### src/rtl/core/tswdt_pkg.sv
// ----------------------------------------------------------------------------
// tswdt_pkg
// Types and constants of the two-stage watchdog timeout block.
// ----------------------------------------------------------------------------
package tswdt_pkg;

   typedef enum logic [1:0] {
      MODE_TICK  = 2'd0,
      MODE_WRITE = 2'd1,
      MODE_READ  = 2'd2
   } mode_type;

   typedef enum logic [2:0] {
      SEL_RELOAD  = 3'd0,
      SEL_INITIAL = 3'd1,
      SEL_STATUS1 = 3'd2,
      SEL_STATUS2 = 3'd3,
      SEL_CONTROL = 3'd4,
      SEL_NOREBOOT = 3'd5
   } sel_type;

   typedef enum logic {
      CSR_TCO_VERSION = 1'b0,
      CSR_NR_LOCKED   = 1'b1
   } csr_type;

   localparam logic [15:0] HALT_BIT      = 16'h0800;
   localparam logic [15:0] TO_STS_BIT    = 16'h0008;
   localparam logic [15:0] SECOND_TO_BIT = 16'h0002;
   localparam logic [15:0] NR_BIT_V2     = 16'h0020;
   localparam logic [15:0] NR_BIT_V1     = 16'h0002;
   localparam logic [15:0] MIN_INITIAL   = 16'h0004;
   localparam logic [15:0] V1_MASK       = 16'h003f;
   localparam logic [15:0] V2_MASK       = 16'h03ff;
   localparam logic [15:0] LOW_BYTE      = 16'h00ff;
   localparam logic [15:0] INITIAL_RESET = 16'h0004;
   localparam logic [1:0]  VERSION_V1    = 2'd1;
   localparam logic [1:0]  VERSION_RESET = 2'd2;

   typedef struct packed {
      logic [15:0] read_data;
      logic        reboot_request;
      logic        first_expiry;
   } result_type;

endpackage

### src/rtl/core/tswdt_core.sv
// ----------------------------------------------------------------------------
// tswdt_core
// Watchdog state, configuration registers and the per-item update.
// ----------------------------------------------------------------------------
module tswdt_core
   import tswdt_pkg::*;
#(
   parameter int COUNT_BITS = 10
) (
   input  logic              clock,
   input  logic              reset,
   input  logic              fire,
   input  logic [1:0]        mode,
   input  logic [2:0]        reg_sel,
   input  logic [15:0]       write_data,
   input  logic              csr_write_en,
   input  logic [0:0]        csr_index,
   input  logic [1:0]        csr_wdata,
   output result_type        result
);

   localparam logic [15:0] CountMask = 16'((32'd1 << COUNT_BITS) - 32'd1);

   logic [1:0]            version_ff, version_in;
   logic                  locked_ff, locked_in;
   logic [COUNT_BITS-1:0] count_ff, count_in;
   logic [15:0]           initial_ff, initial_in;
   logic                  timeout_ff, timeout_in;
   logic                  second_ff, second_in;
   logic [15:0]           control_ff, control_in;
   logic                  noreboot_ff, noreboot_in;

   logic                  is_v1;
   logic [15:0]           timer_mask;
   logic [15:0]           nr_pos;
   logic [COUNT_BITS-1:0] reload_value;
   logic [COUNT_BITS-1:0] count_dec;

   assign is_v1        = (version_ff == VERSION_V1);
   assign timer_mask   = is_v1 ? V1_MASK : (V2_MASK & CountMask);
   assign nr_pos       = is_v1 ? NR_BIT_V1 : NR_BIT_V2;
   assign reload_value = COUNT_BITS'(initial_ff & timer_mask & CountMask);
   assign count_dec    = count_ff - COUNT_BITS'(1);

   always_comb begin
      version_in  = version_ff;
      locked_in   = locked_ff;
      count_in    = count_ff;
      initial_in  = initial_ff;
      timeout_in  = timeout_ff;
      second_in   = second_ff;
      control_in  = control_ff;
      noreboot_in = noreboot_ff;
      result      = '0;

      if (csr_write_en) begin
         unique case (csr_type'(csr_index))
            CSR_TCO_VERSION: version_in = csr_wdata;
            CSR_NR_LOCKED:   locked_in  = csr_wdata[0];
            default: ;
         endcase
      end

      if (fire) begin
         unique case (mode_type'(mode))
            MODE_TICK: begin
               if ((control_ff & HALT_BIT) == '0) begin
                  count_in = count_dec;
                  if (count_dec == '0) begin
                     count_in = reload_value;
                     if (!timeout_ff) begin
                        timeout_in          = 1'b1;
                        result.first_expiry = 1'b1;
                     end else begin
                        second_in             = 1'b1;
                        result.reboot_request = !noreboot_ff;
                     end
                  end
               end
            end
            MODE_WRITE: begin
               unique case (sel_type'(reg_sel))
                  SEL_RELOAD: count_in = reload_value;
                  SEL_INITIAL: begin
                     if ((write_data & timer_mask) >= MIN_INITIAL) begin
                        initial_in = is_v1 ? (write_data & LOW_BYTE) : write_data;
                     end
                  end
                  SEL_STATUS1: begin
                     if ((write_data & TO_STS_BIT) != '0) timeout_in = 1'b0;
                  end
                  SEL_STATUS2: begin
                     if ((write_data & SECOND_TO_BIT) != '0) second_in = 1'b0;
                  end
                  SEL_CONTROL: control_in = write_data;
                  SEL_NOREBOOT: begin
                     if ((write_data & nr_pos) != '0) begin
                        noreboot_in = 1'b1;
                     end else if (!locked_ff) begin
                        noreboot_in = 1'b0;
                     end
                  end
                  default: ;
               endcase
            end
            MODE_READ: begin
               unique case (sel_type'(reg_sel))
                  SEL_RELOAD:   result.read_data = 16'(count_ff) & timer_mask;
                  SEL_INITIAL:  result.read_data = is_v1 ? (initial_ff & LOW_BYTE)
                                                         : initial_ff;
                  SEL_STATUS1:  result.read_data = timeout_ff ? TO_STS_BIT : '0;
                  SEL_STATUS2:  result.read_data = second_ff ? SECOND_TO_BIT : '0;
                  SEL_CONTROL:  result.read_data = control_ff;
                  SEL_NOREBOOT: result.read_data = noreboot_ff ? nr_pos : '0;
                  default: ;
               endcase
            end
            default: ;
         endcase
      end
   end

   always_ff @(posedge clock) begin
      if (reset) begin
         version_ff  <= VERSION_RESET;
         locked_ff   <= 1'b0;
         count_ff    <= COUNT_BITS'(4);
         initial_ff  <= INITIAL_RESET;
         timeout_ff  <= 1'b0;
         second_ff   <= 1'b0;
         control_ff  <= HALT_BIT;
         noreboot_ff <= 1'b1;
      end else begin
         version_ff  <= version_in;
         locked_ff   <= locked_in;
         count_ff    <= count_in;
         initial_ff  <= initial_in;
         timeout_ff  <= timeout_in;
         second_ff   <= second_in;
         control_ff  <= control_in;
         noreboot_ff <= noreboot_in;
      end
   end

endmodule

### src/rtl/core/watchdog_two_stage_timeout.sv
// ----------------------------------------------------------------------------
// watchdog_two_stage_timeout
// Two-stage countdown watchdog with a byte-style register file.
//
//   channel | direction | handshake            | payload
//   req     | in        | req_valid/req_stall  | mode, reg_sel, write_data
//   rsp     | out       | rsp_valid/rsp_stall  | read_data, reboot_request,
//           |           |                      | first_expiry
//   csr     | in        | csr_write_en         | csr_index, csr_wdata
//
// One item per cycle while rsp_stall is low. An accepted item waits in
// the input register; when it fires, the state update and the result
// register take it together and rsp_valid rises.
// Synchronous reset clears both stages and loads the register reset values.
// A stalled result holds; the input register still takes one more item,
// then req_stall rises until the result is taken.
// ----------------------------------------------------------------------------
module watchdog_two_stage_timeout
   import tswdt_pkg::*;
#(
   parameter int COUNT_BITS = 10
) (
   input  logic        clock,
   input  logic        reset,
   input  logic        req_valid,
   output logic        req_stall,
   input  logic [1:0]  req_mode,
   input  logic [2:0]  req_reg_sel,
   input  logic [15:0] req_write_data,
   output logic        rsp_valid,
   input  logic        rsp_stall,
   output logic [15:0] rsp_read_data,
   output logic        rsp_reboot_request,
   output logic        rsp_first_expiry,
   input  logic        csr_write_en,
   input  logic [0:0]  csr_index,
   input  logic [1:0]  csr_wdata
);

   logic        in_valid_ff, in_valid_in;
   logic [1:0]  mode_ff;
   logic [2:0]  sel_ff;
   logic [15:0] data_ff;
   logic        out_valid_ff, out_valid_in;
   result_type  result_ff;
   result_type  result;
   logic        out_free;
   logic        fire;
   logic        req_take;

   assign out_free  = !out_valid_ff || !rsp_stall;
   assign fire      = in_valid_ff && out_free;
   assign req_stall = in_valid_ff && !out_free;
   assign req_take  = req_valid && !req_stall;

   assign in_valid_in  = req_take ? 1'b1 : (in_valid_ff && !fire);
   assign out_valid_in = fire ? 1'b1 : (out_valid_ff && rsp_stall);

   tswdt_core #(
      .COUNT_BITS (COUNT_BITS)
   ) u_core (
      .clock        (clock),
      .reset        (reset),
      .fire         (fire),
      .mode         (mode_ff),
      .reg_sel      (sel_ff),
      .write_data   (data_ff),
      .csr_write_en (csr_write_en),
      .csr_index    (csr_index),
      .csr_wdata    (csr_wdata),
      .result       (result)
   );

   always_ff @(posedge clock) begin
      if (reset) begin
         in_valid_ff  <= 1'b0;
         out_valid_ff <= 1'b0;
      end else begin
         in_valid_ff  <= in_valid_in;
         out_valid_ff <= out_valid_in;
      end
   end

   always_ff @(posedge clock) begin
      if (req_take) begin
         mode_ff <= req_mode;
         sel_ff  <= req_reg_sel;
         data_ff <= req_write_data;
      end
      if (fire) begin
         result_ff <= result;
      end
   end

   assign rsp_valid          = out_valid_ff;
   assign rsp_read_data      = result_ff.read_data;
   assign rsp_reboot_request = result_ff.reboot_request;
   assign rsp_first_expiry   = result_ff.first_expiry;

endmodule

### config.mk
export PLATFORM = sky130hd
export DESIGN_NAME = watchdog_two_stage_timeout
export DESIGN_NICKNAME = d
export VERILOG_FILES = /design/src/rtl/core/tswdt_pkg.sv /design/src/rtl/core/tswdt_core.sv /design/src/rtl/core/watchdog_two_stage_timeout.sv
export SDC_FILE = /design/constraint.sdc
export NUM_CORES = 1
export LEC_CHECK = 0
export ABC_AREA = 1
export BUFFER_PORTS_ARGS = -buffer_cell sky130_fd_sc_hd__buf_2
export CORE_MARGIN = 1
export CORE_UTILIZATION = 60
export DETAILED_ROUTE_END_ITERATION = 7
export PLACE_DENSITY = 0.93
export SETUP_SLACK_MARGIN = 0.2
export SLEW_MARGIN = 20
export SYNTH_ARGS = -nofsm -noshare
export SYNTH_HDL_FRONTEND = slang
export SYNTH_HIERARCHICAL = 1
export SYNTH_SLANG_ARGS = --single-unit
### constraint.sdc
create_clock -name clock -period 4.6 [get_ports clock]
set_input_delay 0.69 -clock clock [delete_from_list [all_inputs] [get_ports clock]]
set_output_delay 0.69 -clock clock [all_outputs]
set_load 0.01 [all_outputs]
==> flow_summary.ini <==
[critical_path]
cp-start-kind = flip-flop
end_kind = flip-flop
cp.arrival_ps = 2440
max_stage_delay_ps = 390
worstPathRequired_ps = 4730
crit_family = simple AND/OR/NAND/NOR gates
cpMaxStageDelayCell = nor4_1
critPathMaxFanout = 11
critPathKind = reg -> reg
crit_top_cell = nand2_1
worst-path-buf-inv = 1
crit_chain = clkinv_1 > ha_1 > xnor2_1 > nand2_1 > nor2_1 > nand2_1 > nor2_2 > nand3_2 > nor4_1

[detailed_routing]
dr.pass1.iters = 5
wl_per_cell_um = 15.3
vias_per_cell = 5.95
finalWirelength_um = 8860
route.vias.total = 3451
drc = 0
drtIter0Drc = 427
ant_nets = 0

[cts]
numCtsBuffers = 9
clock_sinks = 89
cts_tree = built
clk_pin_slew_ps = 90
cts_resized = 0
htreeDepth = 3
clock_latency_ps = 360
cts-root-buf = clkbuf_8
holdBufCountCts = 0
post_cts_buffers = 0
clk_path_buf_depth = 2

[yosys]
yosysSeqAreaShare_pct = 54.6
avgSynthCellArea_um2 = 8.74
synthTopCellsByArea = edfxtp_1 (29%), dfxtp_1 (25%), nand2_1 (6.7%)
synth_ff_type = dfxtp_1
ys_warn_count = 6
synth_cells = 455
synth_area_leader_cell = edfxtp_1
async_reset_ff_share_pct = 0
synth_common_cells = nand2_1 (71), nor2_1 (62), dfxtp_1 (50)
synth_nets = 486
synth_edf_count = 39
synth.cell_area_mm2 = 0.00398
synth_cell_types = 37
ys_ff_latch = 89
yosysMostFrequentCell = nand2_1
yosysTopAreaCellShare_pct = 29.5

[grt]
overflow = 0
busiest_layer = met2
grtUsageMet2_pct = 41.3
grt_max_degree = 35
antenna_found_initial = 0
grt_use_met1_pct = 34.0
grt_usage_pct = 26.3
use_met3_pct = 6.36
grt_pass1_vias = 3057
grt_pass1_wl_um = 14400

[sta]
rsz0062_at_grt = no
max_slew_margin_pct = 43.1
fin_crit_ps = 2310
fmax_mhz = 432
setup-violations-final = 0
finalMaxSlewViolations = 0
final.setup_skew_ps = 9.33
tns_ps = 0
hold_violations = 0
post-route-period-util_pct = 50.3
worst_pin_slew_ps = 852

[placement]
dpl_cell_area_mm2 = 0.00422
place_congestion = 0.970
portBuffers = 48
dp_hpwl_um = 6230

[cells_and_area]
fillers = 471
nNetsFinal = 529
area_growth_pct = 11.9
design_area_mm2 = 0.00445
drive_gt1_share_pct = 21.3
antenna_cells = 0

[die]
design.die.area_mm2 = 0.00695
num_rows = 29
die-width_um = 83.4
die-height_um = 83.4
core_area_mm2 = 0.00639
pin_count = 49
initial_core_util_pct = 62.2

[run_status]
status = completed

[pwr]
vdd_drop_max_v = 0.000358
power_density_mw_per_mm2 = 352
total_leakage_power_nw = 1.83

[hold_path]
hold_class = reg -> reg

[job]
maxCapViolations = 0
[cell usage in the layout (no fill, tap or decap)]
cell        instances
nand3_2             5
o22ai_1             1
a21oi_1            24
clkinvlp_4          3
o211ai_1            3
clkbuf_8            9
edfxtp_1           39
inv_2              12
nor2_2              8
nor4_1              3
inv_8               1
clkinv_4            1
ha_1                2
a21oi_2             4
inv_1              43
o21ai_2             1
a221oi_1            4
nor2_1             62
dfxtp_1            50
a311oi_1            1
nand2_2             7
xnor2_1             1
a211oi_2            1
clkinv_1            1
bufinv_16           2
o221ai_1            1
a31oi_1             6
buf_2              48
o21ai_0            34
nor3_1              4
a32oi_1             9
o21ai_1             7
buf_4               1
nor2_4              3
nand2_1            71
nand2_4             1
nand3_1            28
a22oi_1             1
nand4_1             1
[flip-flops by register name (all words and copies together), names as in the netlist]
name,cells
u_core/count_ff,10
sel_ff,3
u_core/initial_ff,16
u_core/control_ff,16
data_ff,16
u_core/version_ff,2
in_valid_ff,1
u_core/second_ff,1
u_core/locked_ff,1
rsp_reboot_request,1
rsp_valid,1
rsp_first_expiry,1
u_core/timeout_ff,1
mode_ff,2
u_core/noreboot_ff,1
rsp_read_data,16
[per-stage QoR]
stage	setup slack, ps	hold slack, ps	power (mW)	instances	utilization (%)
5_1_grt	2060	490	1.60	580	69.6
6_report	2290	474	1.56	580	69.6
3_5_place_dp	2030	455	0.985	564	66.1
3_3_place_gp	2090	452	0.979	564	66.1
4_1_cts	2340	469	1.57	580	69.6
2_1_floorplan	1720	439	0.948	455	-
[where the power goes]
part	total [mW]	leakage (nW)	switching (mW)	internal, mW
Clock	0.594	0.104	0.284	0.310
Sequential	0.865	0.787	0.0163	0.849
Combinational	0.105	0.940	0.0714	0.0331
[worst register-to-register path, delay by kind of cell (launching register included)]
kind	cells	cell delay, ps
xor+xnor	1	200
fa+ha+maj	1	310
buf+inv	1	200
flops	1	380
simple gates	6	1010
[cell families (layout without fill, tap and decap cells)]
logic type	after synthesis	after routing	share of synthesized area, %
adders and majority gates	2	2	0.629
xor gates and xnor gates	1	1	0.220
DFF	89	89	54.6
AOI/OAI and AO/OA	97	97	14.7
and+or+nand+nor	193	193	22.0
buffers and inverters	73	121	7.87
[cell type report]
| cell class | instances | area, um2 | area share, % |
|---|---|---|---|
| clock buffer | 9 | 124 | 2.79 |
| clock inverter | 7 | 103 | 2.31 |
| inverter | 56 | 210 | 4.73 |
| multi-input combinational | 293 | 1490 | 33.6 |
| sequential | 89 | 2170 | 48.8 |
| tap | 77 | 96.3 | 2.17 |
| timing repair buffer | 49 | 248 | 5.57 |
[worst paths after layout]
path / startpoint / to / slack, ps / depth (start not counted)
max: u_core/count_ff[0]$_SDFFE_PP0P_ / rsp_first_expiry$_DFFE_PP_ / 2290 / 9
min: u_core/initial_ff[15]$_SDFFE_PP0P_ / u_core/initial_ff[15]$_SDFFE_PP0P_ / 470 / 2
max reg2reg: u_core/count_ff[0]$_SDFFE_PP0P_ / rsp_first_expiry$_DFFE_PP_ / 2290 / 9
min reg2reg: u_core/initial_ff[15]$_SDFFE_PP0P_ / u_core/initial_ff[15]$_SDFFE_PP0P_ / 470 / 2
[layer usage]
layer | part of all wire, % | vias to the layer above
met3 | 9.6 | 26
met1 | 41 | 1593
li1 | - | 1623
met2 | 46 | 209
met4 | 3.0 | 0
met5 | 0 | -
No activity file was read; power rests on OpenSTA's default activity.
